File: config.mk
export PLATFORM = sky130hd
export DESIGN_NAME = polygon_perimeter_unit
export DESIGN_NICKNAME = d
export VERILOG_FILES = /design/src/sv/ppu_pkg.sv /design/src/sv/polygon_perimeter_unit.sv /design/src/sv/ppu_seg_len.sv
export SDC_FILE = /design/constraint.sdc
export NUM_CORES = 1
export LEC_CHECK = 0
export BUFFER_PORTS_ARGS = -buffer_cell sky130_fd_sc_hd__buf_2
export CORE_MARGIN = 2
export CORE_UTILIZATION = 55
export CTS_BUF_LIST = sky130_fd_sc_hd__clkbuf_16
export CTS_CLUSTER_DIAMETER = 60
export DETAILED_ROUTE_END_ITERATION = 8
export GPL_ROUTABILITY_DRIVEN = 0
export GPL_TIMING_DRIVEN = 0
export PLACE_DENSITY_LB_ADDON = 0.12
export SYNTH_ARGS = -nofsm -noshare
export SYNTH_HDL_FRONTEND = slang
export SYNTH_SLANG_ARGS = --single-unit
File: constraint.sdc
create_clock -name clk -period 15 [get_ports clk]
set_clock_uncertainty 0.05 [all_clocks]
set_input_delay 3 -clock clk [delete_from_list [all_inputs] [get_ports clk]]
set_output_delay 3 -clock clk [all_outputs]
set_load 0.02 [all_outputs]
File: src/sv/ppu_pkg.sv
`timescale 1ns / 1ps
// ----------------------------------------------------------------------------
// ppu_pkg
// Shared types and constants of the polygon perimeter unit.
// ----------------------------------------------------------------------------
package ppu_pkg;

  localparam int unsigned SUM_W      = 32;
  localparam int unsigned CNT_W      = 16;
  localparam int unsigned OUT_DATA_W = 48;

  localparam logic [SUM_W-1:0] SUM_MAX = '1;
  localparam logic [CNT_W-1:0] CNT_MAX = '1;

  // top level sequencer
  typedef enum logic [2:0] {
    ST_IDLE,
    ST_START,
    ST_SEG,
    ST_CLOSE,
    ST_EMIT
  } ppu_state_t;

  // segment length unit
  typedef enum logic [2:0] {
    SEG_IDLE,
    SEG_MUL,
    SEG_SUM,
    SEG_ROOT,
    SEG_DONE
  } seg_state_t;

endpackage

File: src/sv/polygon_perimeter_unit.sv
`timescale 1ns / 1ps
// ----------------------------------------------------------------------------
// polygon_perimeter_unit
// Accumulates the perimeter of polygons given vertex by vertex.
// ----------------------------------------------------------------------------
// Vertices arrive one per item as signed fixed-point x and y with 4 fraction
// bits; tlast marks the final vertex, after which the closing segment back to
// the first vertex is added and one result (perimeter with 4 fraction bits,
// vertex count, both saturating) leaves on the out channel. Each segment
// length is found by a bit-serial squarer and a bit-pair square root, which
// take the length unit through its multiply, sum, root and done states. An
// item is accepted, launches the segment from the previous vertex and waits
// for its length; the first vertex of a polygon launches none, and a final
// vertex also launches the closing segment and then writes the result.
// One item is in work at a time; a waiting result does not stop new items
// until the next result is ready to be written.
module polygon_perimeter_unit #(
  parameter int unsigned COORD_BITS = 16
) (
  input  logic                          clk,
  input  logic                          rst_n,
  input  logic                          in_tvalid,
  output logic                          in_tready,
  // [COORD_BITS-1:0] x, [2*COORD_BITS-1:COORD_BITS] y, zero padded to bytes
  input  logic [((2*COORD_BITS+7)/8)*8-1:0] in_tdata,
  input  logic                          in_tlast,
  output logic                          out_tvalid,
  input  logic                          out_tready,
  // [31:0] perimeter, [47:32] vertex_count
  output logic [ppu_pkg::OUT_DATA_W-1:0] out_tdata
);
  import ppu_pkg::*;

  localparam int unsigned W  = COORD_BITS + 1;
  localparam int unsigned EW = ((W > SUM_W) ? W : SUM_W) + 1;

  ppu_state_t state_r, state_nxt;

  logic signed [COORD_BITS-1:0] cur_x_r, cur_y_r;
  logic signed [COORD_BITS-1:0] prev_x_r, prev_y_r;
  logic signed [COORD_BITS-1:0] first_x_r, first_y_r;
  logic                         last_r;
  logic                         have_first_r;
  logic [SUM_W-1:0]             sum_r;
  logic [CNT_W-1:0]             count_r;
  logic                         out_tvalid_r;
  logic [OUT_DATA_W-1:0]        out_tdata_r;

  logic                         accept;
  logic                         emit;
  logic                         seg_start;
  logic                         seg_done;
  logic [W-1:0]                 seg_len;
  logic signed [COORD_BITS-1:0] a_x, a_y, b_x, b_y;
  logic [EW-1:0]                sum_wide;
  logic [SUM_W-1:0]             sum_sat;

  ppu_seg_len #(
    .COORD_BITS(COORD_BITS)
  ) u_seg (
    .clk   (clk),
    .rst_n (rst_n),
    .start (seg_start),
    .a_x   (a_x),
    .a_y   (a_y),
    .b_x   (b_x),
    .b_y   (b_y),
    .done  (seg_done),
    .len   (seg_len)
  );

  always_comb begin
    state_nxt = state_r;
    unique case (state_r)
      ST_IDLE:  if (in_tvalid) state_nxt = ST_START;
      ST_START: begin
        if (have_first_r) state_nxt = ST_SEG;
        else if (last_r)  state_nxt = ST_EMIT;
        else              state_nxt = ST_IDLE;
      end
      ST_SEG:   if (seg_done) state_nxt = last_r ? ST_CLOSE : ST_IDLE;
      ST_CLOSE: if (seg_done) state_nxt = ST_EMIT;
      ST_EMIT:  if (!out_tvalid_r || out_tready) state_nxt = ST_IDLE;
      default:  state_nxt = ST_IDLE;
    endcase
  end

  always_comb begin
    in_tready = (state_r == ST_IDLE);
    accept    = in_tvalid && in_tready;
    emit      = (state_r == ST_EMIT) && (!out_tvalid_r || out_tready);
    // closing segment launches as the last open segment completes
    seg_start = ((state_r == ST_START) && have_first_r) ||
                ((state_r == ST_SEG) && seg_done && last_r);
    if (state_r == ST_SEG) begin
      a_x = cur_x_r;
      a_y = cur_y_r;
      b_x = first_x_r;
      b_y = first_y_r;
    end else begin
      a_x = prev_x_r;
      a_y = prev_y_r;
      b_x = cur_x_r;
      b_y = cur_y_r;
    end
    sum_wide = EW'(sum_r) + EW'(seg_len);
    sum_sat  = (sum_wide[EW-1:SUM_W] != '0) ? SUM_MAX : sum_wide[SUM_W-1:0];
    out_tvalid = out_tvalid_r;
    out_tdata  = out_tdata_r;
  end

  always_ff @(posedge clk) begin
    if (!rst_n) begin
      state_r      <= ST_IDLE;
      have_first_r <= 1'b0;
      sum_r        <= '0;
      count_r      <= '0;
      out_tvalid_r <= 1'b0;
    end else begin
      state_r <= state_nxt;
      if (emit) begin
        have_first_r <= 1'b0;
        sum_r        <= '0;
        count_r      <= '0;
      end else begin
        if (accept && count_r != CNT_MAX) count_r <= count_r + 1'b1;
        if (state_r == ST_START) have_first_r <= 1'b1;
        if ((state_r == ST_SEG || state_r == ST_CLOSE) && seg_done) sum_r <= sum_sat;
      end
      if (emit) out_tvalid_r <= 1'b1;
      else if (out_tready) out_tvalid_r <= 1'b0;
    end
  end

  always_ff @(posedge clk) begin
    if (accept) begin
      cur_x_r <= in_tdata[COORD_BITS-1:0];
      cur_y_r <= in_tdata[2*COORD_BITS-1:COORD_BITS];
      last_r  <= in_tlast;
    end
    if (state_r == ST_START && !have_first_r) begin
      first_x_r <= cur_x_r;
      first_y_r <= cur_y_r;
      prev_x_r  <= cur_x_r;
      prev_y_r  <= cur_y_r;
    end else if (state_r == ST_SEG && seg_done) begin
      prev_x_r <= cur_x_r;
      prev_y_r <= cur_y_r;
    end
    if (emit) out_tdata_r <= {count_r, sum_r};
  end

endmodule

File: src/sv/ppu_seg_len.sv
`timescale 1ns / 1ps
// ----------------------------------------------------------------------------
// ppu_seg_len
// Length of one segment: floor(sqrt(dx*dx + dy*dy)). Both squares come from
// bit-serial shift-add multipliers, the root from a restoring bit-pair loop.
// ----------------------------------------------------------------------------
module ppu_seg_len #(
  parameter int unsigned COORD_BITS = 16
) (
  input  logic                         clk,
  input  logic                         rst_n,
  input  logic                         start,
  input  logic signed [COORD_BITS-1:0] a_x,
  input  logic signed [COORD_BITS-1:0] a_y,
  input  logic signed [COORD_BITS-1:0] b_x,
  input  logic signed [COORD_BITS-1:0] b_y,
  output logic                         done,
  output logic [COORD_BITS:0]          len
);
  import ppu_pkg::*;

  localparam int unsigned W    = COORD_BITS + 1;
  localparam int unsigned CNTW = $clog2(W);
  localparam logic [CNTW-1:0] LAST_STEP = CNTW'(W - 1);

  seg_state_t state_r, state_nxt;

  logic [CNTW-1:0] cnt_r;
  logic [W-1:0]    mc_x_r, mc_y_r;
  logic [2*W-1:0]  px_r, py_r;
  logic [2*W-1:0]  sq_r;
  logic [W:0]      rem_r;
  logic [W-1:0]    root_r;

  logic signed [COORD_BITS:0] dxs, dys;
  logic [W-1:0]    dx, dy;
  logic [W:0]      acc_x, acc_y;
  logic [W+2:0]    rem_sh, trial, rem_sub;
  logic            take;
  logic            load;

  // signed differences and their magnitudes
  always_comb begin
    dxs = {b_x[COORD_BITS-1], b_x} - {a_x[COORD_BITS-1], a_x};
    dys = {b_y[COORD_BITS-1], b_y} - {a_y[COORD_BITS-1], a_y};
    dx  = dxs[COORD_BITS] ? W'(-dxs) : W'(dxs);
    dy  = dys[COORD_BITS] ? W'(-dys) : W'(dys);
  end

  // one multiplier bit and one root bit pair per cycle
  always_comb begin
    acc_x   = {1'b0, px_r[2*W-1:W]} + (px_r[0] ? {1'b0, mc_x_r} : '0);
    acc_y   = {1'b0, py_r[2*W-1:W]} + (py_r[0] ? {1'b0, mc_y_r} : '0);
    rem_sh  = {rem_r, sq_r[2*W-1:2*W-2]};
    trial   = {1'b0, root_r, 2'b01};
    take    = rem_sh >= trial;
    rem_sub = rem_sh - trial;
  end

  always_comb begin
    state_nxt = state_r;
    unique case (state_r)
      SEG_IDLE: if (start) state_nxt = SEG_MUL;
      SEG_MUL:  if (cnt_r == '0) state_nxt = SEG_SUM;
      SEG_SUM:  state_nxt = SEG_ROOT;
      SEG_ROOT: if (cnt_r == '0) state_nxt = SEG_DONE;
      SEG_DONE: state_nxt = start ? SEG_MUL : SEG_IDLE;
      default:  state_nxt = SEG_IDLE;
    endcase
  end

  always_comb begin
    load = start && (state_r == SEG_IDLE || state_r == SEG_DONE);
    done = (state_r == SEG_DONE);
    len  = root_r;
  end

  always_ff @(posedge clk) begin
    if (!rst_n) begin
      state_r <= SEG_IDLE;
    end else begin
      state_r <= state_nxt;
    end
  end

  always_ff @(posedge clk) begin
    if (load) begin
      mc_x_r <= dx;
      mc_y_r <= dy;
      px_r   <= {{W{1'b0}}, dx};
      py_r   <= {{W{1'b0}}, dy};
      cnt_r  <= LAST_STEP;
    end else begin
      unique case (state_r)
        SEG_MUL: begin
          px_r  <= {acc_x, px_r[W-1:1]};
          py_r  <= {acc_y, py_r[W-1:1]};
          cnt_r <= cnt_r - 1'b1;
        end
        SEG_SUM: begin
          sq_r   <= px_r + py_r;
          rem_r  <= '0;
          root_r <= '0;
          cnt_r  <= LAST_STEP;
        end
        SEG_ROOT: begin
          sq_r   <= {sq_r[2*W-3:0], 2'b00};
          rem_r  <= take ? rem_sub[W:0] : rem_sh[W:0];
          root_r <= {root_r[W-2:0], take};
          cnt_r  <= cnt_r - 1'b1;
        end
        SEG_IDLE, SEG_DONE: begin
          cnt_r <= cnt_r;
        end
        default: begin
          cnt_r <= cnt_r;
        end
      endcase
    end
  end

endmodule

==> metrics.txt, run 1 <==
crit path DAT 6070 ps; num rows between 70 and 80; Avg Inst Size Synth between 10 and 15 um^2; vias in the first global route between 15k and 20k; Root Buffer clkbuf_16; Slew HR 35.8%; sequential area share after synthesis 48.5%; worst slew pin tran about 950 ps; Synth Area in Simple Gates 13.7%; Hold Crit Class reg2reg; post-synth cell types 80; total negative slack 0 ps; max_cap viols 0; placed cells about 2.7k; Via Count ~16k; Area contributors post-synth edfxtp_1 (40%), dfxtp_1 (8.9%), ha_1 (8.2%); most frequent cell after synthesis edfxtp_1; Seq cells post-synth about 380; worst-path fanout max 10; H-tree Lvls 2; count of non-filler cells in the finished layout approximately 2.7k; minimum clock period 5810 ps; routed len/inst 17.4 um; status complete, no violations; initial antenna violation count 0; met2 GRT Util a little over two fifths; Die Height slightly above 200 um; Worst Path Required around 15000 ps; Adder-Cell Fraction of Synth Area slightly below 9%; router iterations before antenna repair 5; compound-cell area share of the yosys netlist between 15 and 20%; VDD IR-drop max approximately 0.16 mV; Total Routed Length between 40000 and 50000 um; Post-synth EDFFs ~280; I/O pins slightly below 90; cts hold-fix bufs 0; Top FF cell, synth edfxtp_1; Die ar. slightly above 40000 um^2; initial core utilization between 50% and 60%; synthesis-to-finish area growth 12.4%; Crit Path Category reg2reg; DRC viols 0; f_max approximately 170 MHz; busiest grt layer met2; Final setup viols 0; Initial DRC Count 905; # diodes 0; Synth Cell Area 21400 um^2; final slew viol count 0; first-pass GRT wire length around 78000 um; Nets between 2k and 2.5k; GR met3 Demand/Resource 3.08%; Leakage just over 9 nW; clk sinks around 380; cts repair resizes 0; die width 201 um; dpl hpwl ~35000 um; setup bufs post-CTS 0; post-place setup slack between 9000 and 10000 ps; Antenna Nets Post-Route 0; largest family of logic cells by synthesized area compound AO/OA/AOI/OAI gates; post-synthesis xor/xnor area fraction ~5.4%; Clock Path Buffers 3; CTS tree yes; Total Routing Usage GR 23.8%; Synth top cells by count edfxtp_1 (282), nor2_1 (175), a21oi_1 (173); PortBufs 86; clock transition at the registers of the reported paths ~60 ps; Via density between 5 and 6; Core Footprint between 30000 and 40000 um^2; multiplexer area fraction after synthesis slightly below 6%; Yosys warnings 0; Fin. Hold Viols 0; GRT overflow 0; most area-hungry cell type in the Yosys netlist edfxtp_1; grt met1 use between 30% and 40%; RSZ-0062 raised after global routing false; layout cells sized above 1 a little under an eighth; Cells after Synth 2047; Final period util between 30% and 40%; largest net degree at the start of global routing a little under 50; post-synth top area share slightly below 40%; asr flop ratio synth 0%; pwr dens approximately 170 nW/um^2; Crit. End Element register; Final WS setup 9190 ps; CTS Buf Count 43; Mapped Nets around 2.2k; Worst setup SP type register; insertion delay to the later sink of the worst-skew pair 580 ps
==> final timing paths <==
kind / start / endpoint / slack [ps] / cells after the start
worst min register to register: sum_r[22] / out_tdata[22] / 410 / 0
worst min-delay path: sum_r[22] / out_tdata[22] / 410 / 0
worst max register to register: state_r[1] / u_seg.py_r[14] / 9190 / 19
worst max-delay path: state_r[1] / u_seg.py_r[14] / 9190 / 19
==> critical path: stages (launching register included) <==
cell      delay [ps]
dfxtp_1          300
clkbuf_1         270
nand2b_1         220
nor2_1           220
buf_1            480
buf_1            640
mux2i_1          270
ha_1             190
inv_1             50
fa_1             430
a211oi_1         370
o21ai_1          160
a21oi_2          370
o211ai_1         220
o21ai_1          220
a31oi_1          160
buf_2            220
a41oi_1          210
xnor2_1          180
mux2_2           310
==> logic make-up (layout without fill, tap and decap cells) <==
family                   Yosys count  count (layout)
AND/OR/NAND/NOR                  608             608
AO/OA/AOI/OAI                    516             516
flip-flops                       377             377
buffers and inverters            151             322
adder cells (fa/ha/maj)          146             146
XOR/XNOR                         133             133
multiplexers                     116             116
==> state kept, by name, indices dropped and copies added (netlist names), 3 cells and up <==
| register | flops |
|---|---|
| out_tdata | 48 |
| u_seg.px_r | 34 |
| u_seg.py_r | 34 |
| u_seg.sq_r | 34 |
| sum_r | 32 |
| u_seg.rem_r | 18 |
| u_seg.len | 17 |
| u_seg.mc_x_r | 17 |
| u_seg.mc_y_r | 17 |
| count_r | 16 |
| cur_x_r | 16 |
| cur_y_r | 16 |
| first_x_r | 16 |
| first_y_r | 16 |
| prev_x_r | 16 |
| prev_y_r | 16 |
| u_seg.cnt_r | 5 |
| state_r | 3 |
| u_seg.state_r | 3 |
==> through the flow <==
step	power [W]	utilization (%)	hold slack (ps)	instance area, um^2
floorplan	0.00265	-	373	21400
CTS	0.00417	62.3	408	24000
global route	0.00441	62.4	438	24100
global placement	0.00304	58.3	388	22500
detailed placement	0.00309	58.6	394	22600
finish	0.00416	62.4	411	24100
==> metal layers <==
layer  up-vias  part of all wire [%]  wire length (um)
li1       7837                     -                 -
met1      7464                    44             21100
met2       321                    48             23000
met3        98                   4.3              2050
met4         0                   3.1              1480
met5         -                     0                 0
==> area by class of cell <==
| type | instances | area [um^2] |
|---|---|---|
| well taps | 518 | 648 |
| multi-input cells | 1519 | 10500 |
| inverters | 88 | 330 |
| clock inverters | 36 | 347 |
| plain buffers | 63 | 244 |
| fillers | 3201 | 14500 |
| clock buffers | 44 | 1100 |
| flip-flops and latches | 377 | 10400 |
| repair buffers | 91 | 546 |
==> layout by cell type (no fill, tap or decap), types with 6 or more instances in the layout <==
master and instances:
nor3_1 34, o21bai_1 15, buf_2 88, a31oi_1 17, xor2_1 56, o21ai_0 101, ha_1 140, mux2i_1 51
nand2b_1 33, a21oi_1 173, inv_1 95, fa_1 6, or3_1 15, nor2b_1 18, dfxtp_1 95, a21o_1 35
a211oi_1 27, nor4_1 9, o211ai_1 18, nand4_1 17, o21a_1 23, or2_2 7, nand2_1 155, nand3_1 45
edfxtp_1 282, a211o_1 6, o21ai_1 19, clkinv_2 6, clkbuf_1 54, o31ai_1 8, and2_1 47, xnor2_1 77
nor2_1 175, mux2_2 63, clkbuf_16 44, and3_1 22
==> power by group <==
group	switching (W)	internal [W]	total [W]	leakage, nW
Combinational	0.000987	0.000626	0.00161	5.15
Sequential	0.000101	0.00138	0.00148	3.38
Clock	0.000441	0.000627	0.00107	0.733
Power figures use the tool's default switching activity.
==> run 2, diff against run 1 <==
- clock period: 15 -> 4.7 ns (I/O delays scaled with it)
==> metrics.txt, run 2 (same netlist as run 1, synthesis figures left out) <==
Via Count around 16k; num rows 72; initial antenna violation count 0; Power Total 0.0133 W; synthesis-to-finish area growth 13.1%; Die ar. ~40000 um^2; Clock Path Buffers 3; DRC viols 0; die width 201 um; insertion delay to the later sink of the worst-skew pair ~570 ps; most frequent cells in the layout edfxtp_1 (282), nor2_1 (174), a21oi_1 (172); Antenna Nets Post-Route 0; Initial DRC Count just under 900; Root Buffer clkbuf_16; pwr dens approximately 550 nW/um^2; worst slew pin tran between 900 and 1000 ps; clock transition at the registers of the reported paths around 60 ps; max reg flops 48; worst r2r path cells 18; H-tree Lvls 2; FF-to-FF setup slack 230 ps; Fin. Hold Viols 0; Leakage slightly above 9 nW; crit path DAT approximately 4900 ps; max_cap viols 0; I/O pins between 80 and 90; dpl hpwl about 35000 um; GRT overflow 0; # diodes 0; Worst path max stage delay about 470 ps; Total Routed Length 48000 um; CTS Buf Count 44; routed len/inst roughly 18 um; Hold Path Origin sum_r[22]; Final period util between 90 and 100%; worst-path fanout max 10; minimum clock period between 4000 and 5000 ps; Worst Path Required ~5000 ps; Crit Path Category reg2reg; layout cells sized above 1 around an eighth; cts hold-fix bufs 0; Core Footprint ~39000 um^2; fill cell count around 3.2k; total negative slack 0 ps; router iterations before antenna repair 5; status complete, no violations; RR Startpoint state_r[2]; largest net degree at the start of global routing between 40 and 50; Crit. End Element register; final slew viol count 0; Hold Path Depth 0; VDD IR-drop max between 0.3 and 0.4 mV; PortBufs between 80 and 90; Die Height just over 200 um; vias in the first global route ~15k; hold slack 407 ps; initial core utilization between 50% and 60%; Nets between 2k and 2.5k; first-pass GRT wire length slightly below 80000 um; commonest non-fill, non-tap cell in the layout edfxtp_1; CP max-delay cell or4_4; reg2reg end u_seg.px_r[16]; clk sinks roughly 380; Worst setup SP type register; Slew HR 36.2%; CTS tree yes; Hold Crit Class reg2reg; cells along the critical path clkbuf_1 -> nand2b_4 -> nor2_4 -> buf_6 -> clkbuf_8 -> mux2i_1 -> ha_1 -> inv_1 -> fa_1 -> nand3_1 -> nand3_2 -> a21oi_2 -> xor2_2 -> nand4_1 -> or4_4 -> or4_1 -> nor2_2 -> mux2_1; Total Routing Usage GR a little under a quarter; Hold Path Sink out_tdata[22]; Final setup viols 0; f_max about 220 MHz; Via density around 5.8
## run 2: report_power, final
part / total (W) / leakage, nW / internal [W] / switching, W
Combinational: 0.00528 / 5.21 / 0.00206 / 0.00322
Sequential: 0.00471 / 3.38 / 0.00439 / 0.000321
Clock: 0.00332 / 0.720 / 0.00193 / 0.00139
Total: 0.0133 / 9.31 / 0.00838 / 0.00493
## run 2: final cells by class
cell class | instances | area (um^2) | area share, %
repair buffers | 93 | 553 | 2.29
plain buffers | 61 | 275 | 1.14
well taps | 518 | 648 | 2.68
clock buffers | 47 | 1180 | 4.86
multi-input cells | 1519 | 10600 | 43.8
flip-flops and latches | 377 | 10400 | 42.9
inverters | 88 | 330 | 1.37
clock inverters | 32 | 231 | 0.957
## run 2: stage by stage
stage	utilization, %	area [um^2]	setup slack [ps]	std cells
final	62.7	24200	229	2735
after global routing	62.7	24200	-5.36	2735
after CTS	62.5	24100	0.234	2734
after detailed placement	58.6	22600	-1030	2655
after global placement	58.3	22500	-957	2651
after floorplan	-	21400	59.5	2047
## run 2: how the worst max path moves through the flow
stage                           from              to  slack, ps  cells past startpoint
after floorplan           state_r[1]  u_seg.py_r[15]         60                     18
after global placement    state_r[1]  u_seg.py_r[13]       -960                     18
after detailed placement  state_r[1]  u_seg.py_r[15]      -1030                     18
after CTS                 state_r[2]  u_seg.py_r[12]        0.2                     17
after global routing      state_r[2]  u_seg.py_r[14]         -5                     19
final                     state_r[2]  u_seg.px_r[16]        230                     18
## run 2: metal layers
metal,GRT usage (%),vias up,share of wire (%)
met1,30.1,7534,44
met2,41.3,316,48
met5,0,-,0
met4,7.85,0,3.0
li1,-,7838,-
met3,3.69,94,4.2
## run 2: critical path: cells and delay by family, from the launching register on
| family | cells | cell delay (ps) |
|---|---|---|
| flip-flops | 1 | 290 |
| adder cells (fa/ha/maj) | 2 | 570 |
| multiplexers | 2 | 380 |
| AO/OA/AOI/OAI | 1 | 210 |
| XOR/XNOR | 1 | 290 |
| buffers and inverters | 4 | 630 |
| AND/OR/NAND/NOR | 8 | 1900 |
## run 2: timing repair
| item | in CTS | in global routing |
|---|---|---|
| endpoints found under the setup margin | 64 | 42 |
| pin swaps | 1 | 3 |
| resized for setup | 27 | 14 |
| setup buffers | 1 | 1 |
